$ cat src/design/pewd_pkg.sv
// ----------------------------------------------------------------------------
// pewd_pkg
// Types, sizes and saturation helper for the polynomial/derivative unit.
// ----------------------------------------------------------------------------
package pewd_pkg;

    localparam int NUM_COEFFS  = 8;                 // 2 .. 8
    localparam int MAX_COEFFS  = 8;                 // register file depth
    localparam int NUM_CELLS   = NUM_COEFFS - 1;
    localparam int CIDX_W      = $clog2(MAX_COEFFS);
    localparam int COEFF_W     = 32;
    localparam int X_W         = 32;
    localparam int ACC_W       = 48;
    localparam int FRAC_W      = 16;
    localparam int HI_W        = ACC_W - FRAC_W;    // upper slice of a running value
    localparam int PP_HI_W     = HI_W + X_W;
    localparam int PP_LO_W     = FRAC_W + 1 + X_W;
    localparam int SUM_W       = 64;

    localparam logic [ACC_W-1:0] SAT_MAX = {1'b0, {(ACC_W-1){1'b1}}};
    localparam logic [ACC_W-1:0] SAT_MIN = {1'b1, {(ACC_W-1){1'b0}}};

    typedef logic [CIDX_W-1:0] t_cidx;

    // Running values handed from cell to cell
    typedef struct packed {
        logic signed [ACC_W-1:0] p;
        logic signed [ACC_W-1:0] d;
        logic signed [X_W-1:0]   x;
        logic                    sat;
    } t_horner;

    typedef struct packed {
        logic [ACC_W-1:0] poly;
        logic [ACC_W-1:0] deriv;
        logic             sat;
    } t_result;

    typedef struct packed {
        logic [ACC_W-1:0] value;
        logic             flag;
    } t_sat;

    function automatic t_sat sat48(input logic [SUM_W-1:0] v);
        t_sat r;
        if (v[SUM_W-1:ACC_W-1] != {(SUM_W-ACC_W+1){v[SUM_W-1]}}) begin
            r.flag  = 1'b1;
            r.value = v[SUM_W-1] ? SAT_MIN : SAT_MAX;
        end else begin
            r.flag  = 1'b0;
            r.value = v[ACC_W-1:0];
        end
        return r;
    endfunction

endpackage

$ cat src/design/pewd_out_if.sv
// ----------------------------------------------------------------------------
// pewd_out_if
// Output channel: p(x), p'(x) and the saturation flag per transfer.
// ----------------------------------------------------------------------------
interface pewd_out_if;
    logic                               valid;
    logic                               ready;
    logic signed [pewd_pkg::ACC_W-1:0]  poly_value;
    logic signed [pewd_pkg::ACC_W-1:0]  deriv_value;
    logic                               saturated;

    modport source (output valid, output poly_value, output deriv_value,
                    output saturated, input ready);
    modport sink   (input valid, input poly_value, input deriv_value,
                    input saturated, output ready);
endinterface

$ cat src/design/pewd_out_buf.sv
// ----------------------------------------------------------------------------
// pewd_out_buf
// Output register with one skid entry; the chain stalls only when it fills.
// ----------------------------------------------------------------------------
module pewd_out_buf (
    input  logic                i_clk,
    input  logic                i_rst_n,
    input  logic                i_valid,
    input  pewd_pkg::t_result   i_data,
    output logic                o_ready,
    pewd_out_if.source          o_out
);
    import pewd_pkg::*;

    logic       r_out_valid, n_out_valid;
    logic       r_skid_valid, n_skid_valid;
    t_result    r_out_data, r_skid_data;
    logic       pop, push, load_out, load_skid, skid_to_out;

    assign o_ready     = !r_skid_valid;
    assign pop         = r_out_valid && o_out.ready;
    assign push        = i_valid && o_ready;
    assign skid_to_out = pop && r_skid_valid;
    assign load_out    = push && (!r_out_valid || pop);
    assign load_skid   = push && r_out_valid && !pop;

    always_comb begin
        n_out_valid  = r_out_valid;
        n_skid_valid = r_skid_valid;
        if (skid_to_out) begin
            n_skid_valid = 1'b0;
        end else if (load_out) begin
            n_out_valid = 1'b1;
        end else if (pop) begin
            n_out_valid = 1'b0;
        end
        if (load_skid) begin
            n_skid_valid = 1'b1;
        end
    end

    always_ff @(posedge i_clk) begin
        if (!i_rst_n) begin
            r_out_valid  <= 1'b0;
            r_skid_valid <= 1'b0;
        end else begin
            r_out_valid  <= n_out_valid;
            r_skid_valid <= n_skid_valid;
        end
    end

    always_ff @(posedge i_clk) begin
        if (skid_to_out) begin
            r_out_data <= r_skid_data;
        end else if (load_out) begin
            r_out_data <= i_data;
        end
        if (load_skid) begin
            r_skid_data <= i_data;
        end
    end

    assign o_out.valid       = r_out_valid;
    assign o_out.poly_value  = r_out_data.poly;
    assign o_out.deriv_value = r_out_data.deriv;
    assign o_out.saturated   = r_out_data.sat;

endmodule

$ cat src/flat_wrapper.sv
// flat-port wrapper written by rule: the top's interface ports become plain ports
module pewd_out_buf_flat import pewd_pkg::*;
  (i_clk, i_rst_n, i_valid, i_data, o_ready, o_out_valid, o_out_poly_value, o_out_deriv_value, o_out_saturated, o_out_ready);
  pewd_out_if o_out_i ();
  input  logic i_clk;
  input  logic i_rst_n;
  input  logic i_valid;
  input  pewd_pkg::t_result i_data;
  output logic o_ready;
  output wire logic [$bits(o_out_i.valid)-1:0] o_out_valid;
  output wire logic [$bits(o_out_i.poly_value)-1:0] o_out_poly_value;
  output wire logic [$bits(o_out_i.deriv_value)-1:0] o_out_deriv_value;
  output wire logic [$bits(o_out_i.saturated)-1:0] o_out_saturated;
  input wire logic [$bits(o_out_i.ready)-1:0] o_out_ready;
  assign o_out_valid = o_out_i.valid;
  assign o_out_poly_value = o_out_i.poly_value;
  assign o_out_deriv_value = o_out_i.deriv_value;
  assign o_out_saturated = o_out_i.saturated;
  assign o_out_i.ready = o_out_ready;
  pewd_out_buf u_core (.i_clk(i_clk), .i_rst_n(i_rst_n), .i_valid(i_valid), .i_data(i_data), .o_ready(o_ready), .o_out(o_out_i));
endmodule
$ cat config.mk
export PLATFORM = sky130hd
export DESIGN_NAME = pewd_out_buf_flat
export DESIGN_NICKNAME = d
export VERILOG_FILES = /design/src/design/pewd_pkg.sv /design/src/design/pewd_out_if.sv /design/src/design/pewd_out_buf.sv /design/src/flat_wrapper.sv
export SDC_FILE = /design/constraint.sdc
export NUM_CORES = 1
export LEC_CHECK = 0
export ABC_AREA = 0
export BUFFER_PORTS_ARGS = -buffer_cell sky130_fd_sc_hd__buf_4
export CAP_MARGIN = 25
export CORE_MARGIN = 5
export CORE_UTILIZATION = 25
export DETAILED_ROUTE_END_ITERATION = 6
export SYNTH_ARGS = -nofsm -noshare
export SYNTH_HDL_FRONTEND = slang
export SYNTH_SLANG_ARGS = --single-unit
$ cat constraint.sdc
create_clock -name i_clk -period 11.7 [get_ports i_clk]
set_clock_uncertainty 0.05 [all_clocks]
set_input_delay 0.585 -clock i_clk [delete_from_list [all_inputs] [get_ports i_clk]]
set_output_delay 0.585 -clock i_clk [all_outputs]
set_load 0.01 [all_outputs]
Word level (Yosys, flattened, before mapping)
Cells that the tools add are included.
Cells by class
  muxes and demuxes: 6
  bitwise operators: 1
  reductions and logical operators: 14
Operator list (number)
  $mux W97: 2
  $logic_and A1 B1 Y1: 6
  $reduce_bool A2 Y1: 3
  $mux W1: 4
  $logic_not A1 Y1: 3
  $reduce_and A2 Y1: 1
  $logic_or A1 B1 Y1: 1
  $not A1 Y1: 1
Storage, ports and cells
  register bits after elaboration: 196
  bits of input ports: 101
  output and inout bits: 99
  logic and storage cells: 29

Longest topological paths before layout
Gate-level depths: netlist (run 1).
  word-level depth: 5
  mapped depth: 4

Worst setup path after synthesis (run 1)
No wires, ideal clock.
  path type: input-to-reg
  from: input port i_valid
  to: register u_core.r_skid_data[0] (netlist bit), enable pin
  data arrival time: 7.697 ns
  data required time: 10.957 ns
  path slack: 3.260 ns
  stages: 2
  buffers on the path: 0
  cells stage by stage: nand2_1 > nor3b_1
On the way
  cells in the longest elaborated chain, start to end: 3
Ends and longest elaborated chain
  start: declaration: RTL line flat_wrapper.sv:7  | input logic i_valid;
  $logic_and A1 B1 Y1: RTL line pewd_out_buf.sv:22  | assign push = i_valid && o_ready;
  $logic_and A1 B1 Y1 (2 in a row): RTL line pewd_out_buf.sv:25  | assign load_skid = push && r_out_valid && !pop;
  named net u_core.load_skid: RTL line pewd_out_buf.sv:18  | logic pop, push, load_out, load_skid, skid_to_out;
  end signal: assignment: RTL line pewd_out_buf.sv:59  | r_skid_data <= i_data;
  end: declaration: RTL line pewd_out_buf.sv:17  | t_result r_out_data, r_skid_data;
The timed path passes the listed nets, and every way through them passes these cells.
A chain may end at the register's enable or synchronous reset.

Worst setup path after layout (run 1)
  from: register u_core.r_out_valid, in the netlist u_core.o_out.valid
  to: register u_core.r_out_data, in the netlist u_core.o_out.poly_value[25], data pin
On the way
  cells in the longest elaborated chain, start to end: 3
Ends and longest elaborated chain
  start: declaration: RTL line pewd_out_buf.sv:15  | logic r_out_valid, n_out_valid;
  start signal: assignment: RTL line pewd_out_buf.sv:47  | r_out_valid <= n_out_valid;
  $logic_and A1 B1 Y1: RTL line pewd_out_buf.sv:21  | assign pop = r_out_valid && o_out.ready;
  $logic_and A1 B1 Y1: RTL line pewd_out_buf.sv:23  | assign skid_to_out = pop && r_skid_valid;
  $mux W97: RTL line pewd_out_buf.sv:53  | if (skid_to_out) begin
  end signal: assignment: RTL line pewd_out_buf.sv:54  | r_out_data <= r_skid_data;
  end signal: assignment: RTL line pewd_out_buf.sv:56  | r_out_data <= i_data;
  end: declaration: RTL line pewd_out_buf.sv:17
Every way passes these cells.

==> results of run 1 <==
-- state kept, by name, indices dropped and copies added (netlist names) --
register and count:
u_core.o_out.deriv_value 48, u_core.o_out.poly_value 48, u_core.o_out.saturated 1, u_core.o_out.valid 1, u_core.r_skid_data 97, u_core.r_skid_valid 1
-- Yosys cell counts (all sizes together) --
library cell,n
edfxtp,194
mux2,97
buf,10
nand2,4
dfxtp,2
inv,2
a21boi,1
a21oi,1
a22oi,1
nand3,1
nor2,1
nor3b,1
o21ai,1
-- through the flow --
stage | area, sq um | std cells
floorplan | 7211 | 316
global placement | 9169 | 894
detailed placement | 9169 | 894
CTS | 9781 | 926
global route | 9781 | 926
finish | 9781 | 926
-- per-layer routing --
metal / track usage [%] / vias to the layer above / share of wire, % / wire (microns)
met2: 15.47 / 126 / 48 / 7579
met5: 0 / - / 0 / 0
met1: 11.91 / 1834 / 44 / 6864
met3: 3.678 / 5 / 6.8 / 1070
li1: - / 1683 / - / -
met4: 2.743 / 0 / 0.80 / 125
-- cell usage in the layout, fill, tap and decap left out, types with 2 or more instances in the layout --
master     count
dfxtp_1        2
mux2_4        30
edfxtp_1     194
mux2_2        67
inv_6          5
clkbuf_16     17
nand2_1        4
bufinv_16      2
inv_8          4
buf_4        204
inv_1          2
-- area by class of cell --
class | instances | area [sq um] | area share [%]
clock buffer | 17 | 425.4 | 4.349
clock inverter | 15 | 186.4 | 1.906
inverter | 2 | 7.507 | 0.07676
multi-input combinational | 108 | 1284 | 13.13
sequential | 196 | 5866 | 59.97
tap | 384 | 480.5 | 4.912
timing repair buffer | 204 | 1531 | 15.66
-- critical path, delay by kind of cell, from the launching register on --
family        cells  cell delay, ns
buf+inv           1            0.65
mux               1            0.40
flops             1            0.51
simple gates      1            0.60
-- logic make-up (layout without fill, tap and decap cells) --
kind of cell    after synthesis  in the layout  share of synthesized area (%)
buf+inv                      12            238                          1.093
mux                          97             97                          16.71
compound gates                4              4                         0.3470
flops                       196            196                          81.35
simple gates                  7              7                         0.5031
-- report_power, final --
group | switching, mW | total, mW | internal (mW) | leakage [nW]
Combinational | 0.0601 | 0.130 | 0.0700 | 1.59
Clock | 0.282 | 0.609 | 0.327 | 0.300
Sequential | 0.0108 | 0.825 | 0.814 | 1.83
-- path summary, 6_finish.rpt --
path                                                 startpoint                                    end  slack [ns]  depth (start not counted)
worst max register to register  u_core.o_out.valid$_SDFFE_PN0P_  u_core.o_out.poly_value[25]$_DFFE_PP_        9.17                          3
worst min-delay path                                 i_data[44]       u_core.r_skid_data[44]$_DFFE_PP_        0.29                          1
worst min register to register  u_core.r_skid_data[8]$_DFFE_PP_  u_core.o_out.deriv_value[7]$_DFFE_PP_        0.49                          1
worst max-delay path            u_core.o_out.valid$_SDFFE_PN0P_  u_core.o_out.poly_value[25]$_DFFE_PP_        9.17                          3
==> results.yml, run 1 <==
status:
  status: "finished, final reports clean"
detailed_routing:
  vias: 3648
  postRouteAntennaNets: 0
  finalWirelength_microns: 15640
  drc: 0
  vias_per_cell: 3.940
  drt_iter0_markers: 187
  dr.pass1.iters: 4
  wl_per_cell_microns: 16.89
clocking:
  cts_resized: 0
  cts_tree: "yes"
  postCtsSetupRepairBufs: 0
  cts_buffers: 17
  cts.path.max_buffers: 2
  clkTransAtPathRegs_ns: 0.08
  cts_hold_buf: 0
  htreeDepth: 4
  clock-sinks: 196
  insertion_delay_ns: 0.42
  cts-root-buf: "clkbuf_16"
timing:
  setup_viol: 0
  worst_pin_slew_ns: 0.8592
  hold_viol: 0
  clock.fmax_ghz: 0.3945
  maxSlewViolCount: 0
  min_period_over_period_pct: 21.67
  finalSetupTns_ns: 0
  setup_slack_ns: 9.165
  max_slew_margin_pct: 42.72
  layout_min_cycle_time_ns: 2.535
  rsz0062_at_grt: "false"
  holdWs_ns: 0.2927
critical_path:
  max_stage_delay_ns: 0.65
  crit_required_ns: 11.82
  worstPathArrival_ns: 2.65
  worst-setup-path-type: "flop to flop"
  cp-end-kind: "flop"
  cp_cell_sequence: "nand3_4 > buf_4 > mux2_4"
  crit_fanout: 58
  slowest_stage: "buf_4"
  start_kind: "flop"
floorplan:
  placementRows: 62
  core_area_sq_um: 28630
  die-area_sq_um: 32340
  start_util_pct: 25.19
  die_y_microns: 179.8
  die_w_microns: 179.8
  ioPinCount: 200
flow_run:
  maxCapViolCount: 0
global_routing:
  grt-ovfl-total: 0
  grt_first_pass_wirelength_microns: 24360
  grt_antenna_before_repair: 0
  grt_use_total_pct: 9.534
  first_global_vias: 4075
  grt_max_degree: 59
place:
  hpwl_microns: 10460
  numPortBuffers: 199
  routabilityCongestion: 0.7266
  place_ws_ns: 8.792
power:
  power.density_nw_per_um2: 159.9
  peakVddDrop_uv: 68.81
  leakagePower_nw: 3.717
  total_power_mw: 1.564
synthesis:
  syn_area_sq_um: 7211
  ys_ff_latch: 196
  yosysTopAreaCell: "edfxtp_1"
  synthTopCellsByArea: "edfxtp_1, mux2_2, mux2_4"
  ys_types: 16
  synth_fp_nets: 417
  yosysSeqAreaShare_pct: 81.35
  synthCells: 316
  synth_top_area_share_pct: 80.79
  yosys_warnings: 0
  syn_area_per_cell_sq_um: 22.82
cells_and_area:
  drive_gt1_share_pct: 61.99
  diodes: 0
  nFillCells: 2703
  area_growth_pct: 35.64
  nNetsFinal: 630
  fin_util_pct: 34.17
worst_hold_path:
  hp-class: "input pin to flop"
No activity file was read; power rests on OpenSTA's default activity.
==> inputs of run 2 (changes only) <==
--- a/config.mk
+++ b/config.mk
@@ -5,7 +5,7 @@
 export SDC_FILE = /design/constraint.sdc
 export NUM_CORES = 1
 export LEC_CHECK = 0
-export ABC_AREA = 0
+export ABC_AREA = 1
 export BUFFER_PORTS_ARGS = -buffer_cell sky130_fd_sc_hd__buf_4
 export CAP_MARGIN = 25
 export CORE_MARGIN = 5
==> constraint.sdc (replaced) <==
create_clock -name i_clk -period 2.2 [get_ports i_clk]
set_clock_uncertainty 0.05 [all_clocks]
set_input_delay 0.11 -clock i_clk [delete_from_list [all_inputs] [get_ports i_clk]]
set_output_delay 0.11 -clock i_clk [all_outputs]
set_load 0.01 [all_outputs]
==> results.yml, run 2 <==
global_routing:
  grt_use_total_pct: 9.740
  grt_max_degree: 85
  first_global_vias: 4680
  grt-ovfl-total: 0
  grt_antenna_before_repair: 1
  grt_first_pass_wirelength_microns: 25540
worst_hold_path:
  min_to: "u_core.r_skid_valid$_SDFFE_PN0P_"
  hold_depth: 5
  hp-class: "input pin to flop"
  min-delay-start: "i_valid"
cells_and_area:
  area_growth_pct: 48.04
  nNetsFinal: 933
  drive_gt1_share_pct: 29.35
  largest_register: "u_core.r_skid_data"
  nFillCells: 2803
  final_area_sq_um: 10890
  most-common-layout-cells: "buf_4, edfxtp_1, inv_1"
  mostFrequentLayoutCell: "buf_4"
  stdcell_count: 1230
  largest_reg_flops: 97
critical_path:
  reg2reg_to: "u_core.r_skid_data[72]$_DFFE_PP_"
  cp_cell_sequence: "inv_1 > nor2_2 > nand2_2 > clkinvlp_4 > buf_12"
  worstPathArrival_ns: 1.55
  cp-end-kind: "flop"
  rr_worst_depth: 5
  crit_required_ns: 2.24
  critical_path_buf_inv_count: 3
  crit_fanout: 51
  max_stage_delay_ns: 0.39
  worst-setup-path-type: "flop to flop"
  rrSetupSlack_ns: 0.69
  start_kind: "flop"
  slowest_stage: "dfxtp_4"
  crit_family: "buffers and inverters"
  r2r_start: "u_core.o_out.valid$_SDFFE_PN0P_"
synthesis:
  yosys-top-cells-count: "edfxtp_1, inv_1, nand2_1, o21ai_1, buf_6"
  syn_area_per_cell_sq_um: 13.93
  yosysSeqAreaShare_pct: 79.74
  ys_dominant_reg_cell: "edfxtp_1"
  synth_edf_count: 194
  synth_top_area_share_pct: 79.20
  synthTopCellsByArea: "edfxtp_1, o21ai_1, inv_1"
  yosysMostFrequentCell: "edfxtp_1"
  yosys_warnings: 0
  async_reset_ff_share_pct: 0
  ys_ff_latch: 196
  yosysTopAreaCell: "edfxtp_1"
  synthCells: 528
  syn_area_sq_um: 7356
  synth_fp_nets: 629
  ys_types: 14
floorplan:
  start_util_pct: 25.49
  core_area_sq_um: 28860
  ioPinCount: 200
  placementRows: 62
  die-area_sq_um: 32950
  die_w_microns: 181.5
  die_y_microns: 181.5
place:
  numPortBuffers: 199
  routabilityCongestion: 0.7420
  placed_area_sq_um: 9314
  placed_cells_incl_taps: 1097
  hpwl_microns: 10720
timing:
  setup_viol: 0
  rsz0062_at_grt: "false"
  clock.fmax_ghz: 0.6603
  max_slew_margin_pct: 74.65
  maxSlewViolCount: 0
  layout_min_cycle_time_ns: 1.514
  hold_viol: 0
  worst_pin_slew_ns: 0.3802
  min_period_over_period_pct: 68.84
detailed_routing:
  dr.pass1.iters: 4
  vias: 4696
  wl_per_cell_microns: 13.27
  vias_per_cell: 3.818
  drt_iter0_markers: 289
  postRouteAntennaNets: 0
  drc: 0
  finalWirelength_microns: 16330
clocking:
  clkTransAtPathRegs_ns: 0.07
  clock-sinks: 196
  cts_buffers: 17
  cts.path.max_buffers: 2
  cts_tree: "yes"
  insertion_delay_ns: 0.42
  cts-root-buf: "clkbuf_16"
  htreeDepth: 4
flow_run:
  maxCapViolCount: 0
power:
  power.density_nw_per_um2: 758.6
  peakVddDrop_uv: 371.4
  leakagePower_nw: 4.622
status:
  status: "finished, final reports clean"
-- run 2: cell types whose count changed in the layout (fill, tap and decap cells not counted), sizes merged, moves of 2 or more --
cell and delta:
mux2 -97, nand2 +100, inv +98, clkinvlp +2, clkinv +3, buf +2
o21ai +96, dlygate4sd3 +100
-- run 2: layout make-up --
| class | instances | area (sq um) | share of cell area, % |
|---|---|---|---|
| Clock buffer | 17 | 425.4 | 3.907 |
| Timing Repair Buffer | 306 | 2623 | 24.08 |
| Multi-Input combinational cell | 207 | 942.2 | 8.652 |
| Inverter | 104 | 396.6 | 3.642 |
| Clock inverter | 15 | 146.4 | 1.344 |
| Tap cell | 384 | 480.5 | 4.412 |
| Sequential cell | 196 | 5873 | 53.94 |
| Antenna cell | 1 | 2.502 | 0.02298 |
-- run 2: cells by family (layout without fill, tap and decap cells) --
logic type	after synthesis	in the layout	synth area share [%]
buffers and inverters	125	442	7.909
and+or+nand+nor	108	108	5.613
other	0	1	0
DFF	196	196	79.74
AOI/OAI and AO/OA	99	99	6.736
-- run 2: through the flow --
stage	utilization (%)	setup TNS [ns]	power [mW]	hold slack [ns]	setup slack, ns
6_report	37.73	0	8.260	0.04520	0.6856
5_1_grt	37.73	0	8.636	0.05919	0.6085
4_1_cts	37.73	0	8.408	0.01208	0.6856
3_5_place_dp	32.28	0	5.153	0.2488	0.7064
3_3_place_gp	32.28	0	5.145	0.2494	0.7085
2_1_floorplan	-	-55.07	4.703	0.1570	-0.3706
-- run 2: how the worst max path moves through the flow --
stage          cells after the start                                    end                             start
2_1_floorplan                      3  u_core.o_out.deriv_value[0]$_DFFE_PP_  u_core.r_skid_valid$_SDFFE_PN0P_
3_3_place_gp                       5       u_core.r_skid_data[80]$_DFFE_PP_   u_core.o_out.valid$_SDFFE_PN0P_
3_5_place_dp                       5       u_core.r_skid_data[77]$_DFFE_PP_   u_core.o_out.valid$_SDFFE_PN0P_
4_1_cts                            5       u_core.r_skid_data[72]$_DFFE_PP_   u_core.o_out.valid$_SDFFE_PN0P_
5_1_grt                            5       u_core.r_skid_data[72]$_DFFE_PP_   u_core.o_out.valid$_SDFFE_PN0P_
6_report                           5       u_core.r_skid_data[72]$_DFFE_PP_   u_core.o_out.valid$_SDFFE_PN0P_
-- run 2: per-layer routing --
metal	wire length (microns)	share of wire [%]	GRT usage, %	up-vias
met2	7556	46	15.39	144
met3	1199	7.3	3.381	9
met1	7445	46	12.84	2152
met5	0	0	0	-
li1	-	-	-	2391
met4	124	0.76	2.612	0
-- run 2: power breakdown --
| group | leakage, nW | internal [mW] | switching [mW] |
|---|---|---|---|
| combinational | 2.51 | 0.453 | 0.371 |
| sequential | 1.83 | 4.32 | 0.0572 |
| clock | 0.280 | 1.60 | 1.46 |
| total | 4.62 | 6.37 | 1.89 |
-- run 2: tightest hold or removal path, delay by kind of cell --
family | cells | cell delay (ns)
AOI/OAI and AO/OA | 1 | 0.06
buffers and inverters | 2 | 0.18
and+or+nand+nor | 2 | 0.13
-- run 2: repair_timing --
action,CTS,global route
hold buffers,100,0
resized for setup,0,0
endpoints found under the hold margin,196,0
buffers inserted,0,0
==> inputs of run 3 (changes only) <==
--- a/config.mk
+++ b/config.mk
@@ -5,7 +5,7 @@
 export SDC_FILE = /design/constraint.sdc
 export NUM_CORES = 1
 export LEC_CHECK = 0
-export ABC_AREA = 1
+export ABC_AREA = 0
 export BUFFER_PORTS_ARGS = -buffer_cell sky130_fd_sc_hd__buf_4
 export CAP_MARGIN = 25
 export CORE_MARGIN = 5
==> constraint.sdc (replaced) <==
create_clock -name i_clk -period 1.2 [get_ports i_clk]
set_clock_uncertainty 0.05 [all_clocks]
set_input_delay 0.06 -clock i_clk [delete_from_list [all_inputs] [get_ports i_clk]]
set_output_delay 0.06 -clock i_clk [all_outputs]
set_load 0.01 [all_outputs]
==> results.yml, run 3 (synthesis results as in run 1) <==
global_routing:
  grt_max_degree: 27
  grt_use_total_pct: 10.60
  first_global_vias: 4628
  grt_first_pass_wirelength_microns: 26970
  grt-ovfl-total: 0
  grt_antenna_before_repair: 1
critical_path:
  start_kind: "flop"
  worstPathArrival_ns: 1.57
  max_stage_delay_ns: 0.37
  rr_worst_depth: 5
  reg2reg_to: "u_core.r_skid_data[38]$_DFFE_PP_"
  cp-end-kind: "flop"
  r2r_start: "u_core.r_skid_valid$_SDFFE_PN0P_"
  crit_required_ns: 1.28
  slowest_stage: "dfxtp_4"
  cp_cell_sequence: "inv_4 > nand2_4 > nor3b_4 > buf_12 > clkbuf_16"
  rrSetupSlack_ns: -0.28
  worst-setup-path-type: "flop to flop"
  crit_fanout: 8
detailed_routing:
  vias_per_cell: 4.035
  drc: 0
  vias: 4317
  postRouteAntennaNets: 0
  finalWirelength_microns: 18910
  wl_per_cell_microns: 17.67
  drt_iter0_markers: 183
  dr.pass1.iters: 4
floorplan:
  die_y_microns: 179.8
  placementRows: 62
  ioPinCount: 200
  start_util_pct: 25.19
  die_w_microns: 179.8
  die-area_sq_um: 32340
  core_area_sq_um: 28630
place:
  numPortBuffers: 199
  placed_area_sq_um: 9510
  hpwl_microns: 11710
  routabilityCongestion: 0.7385
power:
  p_sw_share_pct: 21.87
  combPwrFrac_pct: 11.7
  leakagePower_nw: 4.833
  peakVddDrop_uv: 841.4
  seqPwrFrac_pct: 49.6
  total_power_mw: 16.22
  clkPwrFrac_pct: 38.7
  p_int_mw: 12.68
  power.density_nw_per_um2: 1367
  p_sw_mw: 3.548
timing:
  max_slew_margin_pct: 81.57
  holdWs_ns: -0.1071
  rsz0062_at_grt: "true"
  setup_viol: 292
  setup_slack_ns: -0.2840
  clock.fmax_ghz: 0.6738
  layout_min_cycle_time_ns: 1.484
  worst_pin_slew_ns: 0.2764
  min_period_over_period_pct: 123.7
  hold_viol: 2
  maxSlewViolCount: 0
cells_and_area:
  largest_reg_flops: 97
  largest_register: "u_core.r_skid_data"
  diodes: 0
  area_growth_pct: 64.53
  mostFrequentLayoutCell: "buf_4"
  final_area_sq_um: 11860
  most-common-layout-cells: "buf_4, edfxtp_1, dlygate4sd3_1"
  nNetsFinal: 774
  drive_gt1_share_pct: 55.98
clocking:
  htreeDepth: 4
  cts_hold_buf: 99
  cts_buffers: 17
  clkTransAtPathRegs_ns: 0.08
  insertion_delay_ns: 0.42
  cts.path.max_buffers: 2
  clock-sinks: 196
  cts-root-buf: "clkbuf_16"
  cts_tree: "yes"
flow_run:
  maxCapViolCount: 0
worst_hold_path:
  min-delay-start: "i_valid"
  hp-class: "input pin to flop"
  hold_depth: 3
  min_to: "u_core.r_skid_valid$_SDFFE_PN0P_"
status:
  violations: "negative hold slack, negative setup slack"
  status: "complete, but fails checks"
run 3: changes by cell type in the layout (fill, tap and decap cells not counted), sizes merged, moves of 2 or more:
cell	change
buf	+32
bufbuf	+2
o21ai	-96
bufinv	+3
inv	-101
clkbuf	+10
clkinv	-4
nand2	-100
mux2	+97
run 3: final cells by class:
class | instances | area, sq um
multi-input cells | 108 | 1470
flip-flops and latches | 196 | 5873
fillers | 2481 | 16760
inverters | 2 | 10.01
clock buffers | 18 | 429.2
well taps | 384 | 480.5
clock inverters | 14 | 212.7
repair buffers | 348 | 3388
run 3: metrics by stage:
| step | hold WS (ns) | util [%] | cells | setup TNS (ns) | setup slack (ns) |
|---|---|---|---|---|---|
| after floorplan | 0.1089 | - | 316 | -480.88 | -2.551 |
| after global placement | 0.1968 | 33.22 | 917 | -64.65 | -0.2672 |
| after detailed placement | 0.1972 | 33.22 | 917 | -71.51 | -0.3035 |
| after CTS | -0.1410 | 39.58 | 1055 | -68.13 | -0.2860 |
| after global routing | -0.1180 | 41.45 | 1070 | -79.13 | -0.3354 |
| final | -0.1071 | 41.45 | 1070 | -65.98 | -0.2840 |
run 3: worst max path at each step:
| stage | depth (start not counted) | slack (ns) | endpoint | start |
|---|---|---|---|---|
| floorplan | 3 | -2.55 | u_core.o_out.deriv_value[0]$_DFFE_PP_ | u_core.r_skid_valid$_SDFFE_PN0P_ |
| global placement | 5 | -0.27 | u_core.o_out.poly_value[43]$_DFFE_PP_ | u_core.r_skid_valid$_SDFFE_PN0P_ |
| detailed placement | 4 | -0.30 | u_core.o_out.deriv_value[14]$_DFFE_PP_ | u_core.r_skid_valid$_SDFFE_PN0P_ |
| CTS | 5 | -0.29 | u_core.r_skid_data[74]$_DFFE_PP_ | u_core.r_skid_valid$_SDFFE_PN0P_ |
| global route | 6 | -0.34 | u_core.o_out.deriv_value[39]$_DFFE_PP_ | u_core.r_skid_valid$_SDFFE_PN0P_ |
| finish | 5 | -0.28 | u_core.r_skid_data[38]$_DFFE_PP_ | u_core.r_skid_valid$_SDFFE_PN0P_ |
run 3: metal layers:
layer / global-route usage, % / wire [microns] / up-vias
met2: 17.16 / 9206 / 161
li1: - / - / 1979
met5: 0 / 13 / -
met1: 13.42 / 8263 / 2159
met3: 3.800 / 1158 / 16
met4: 3.139 / 265 / 2
run 3: timing repair:
item                                   in CTS  in global routing
buffers inserted                            6                  4
pin swaps                                   1                  0
setup endpoints to repair                 293                293
endpoints found under the hold margin     196                  2
gates resized for setup                    18                 58
gates cloned                                3                 13
run 3: critical path: cells and delay by family (launching register included):
family                 cells  cell delay, ns
AND/OR/NAND/NOR            2            0.31
buffers and inverters      3            0.45
flip-flops                 1            0.37
run 3: power groups by stage:
stage / registers [mW] / clock network (mW) / logic (mW)
floorplan: 8.34 / 0 / 0.357
global placement: 8.19 / 0 / 1.40
detailed placement: 8.20 / 0 / 1.43
CTS: 8.05 / 6.47 / 1.82
global route: 8.08 / 6.76 / 2.02
finish: 8.05 / 6.27 / 1.90
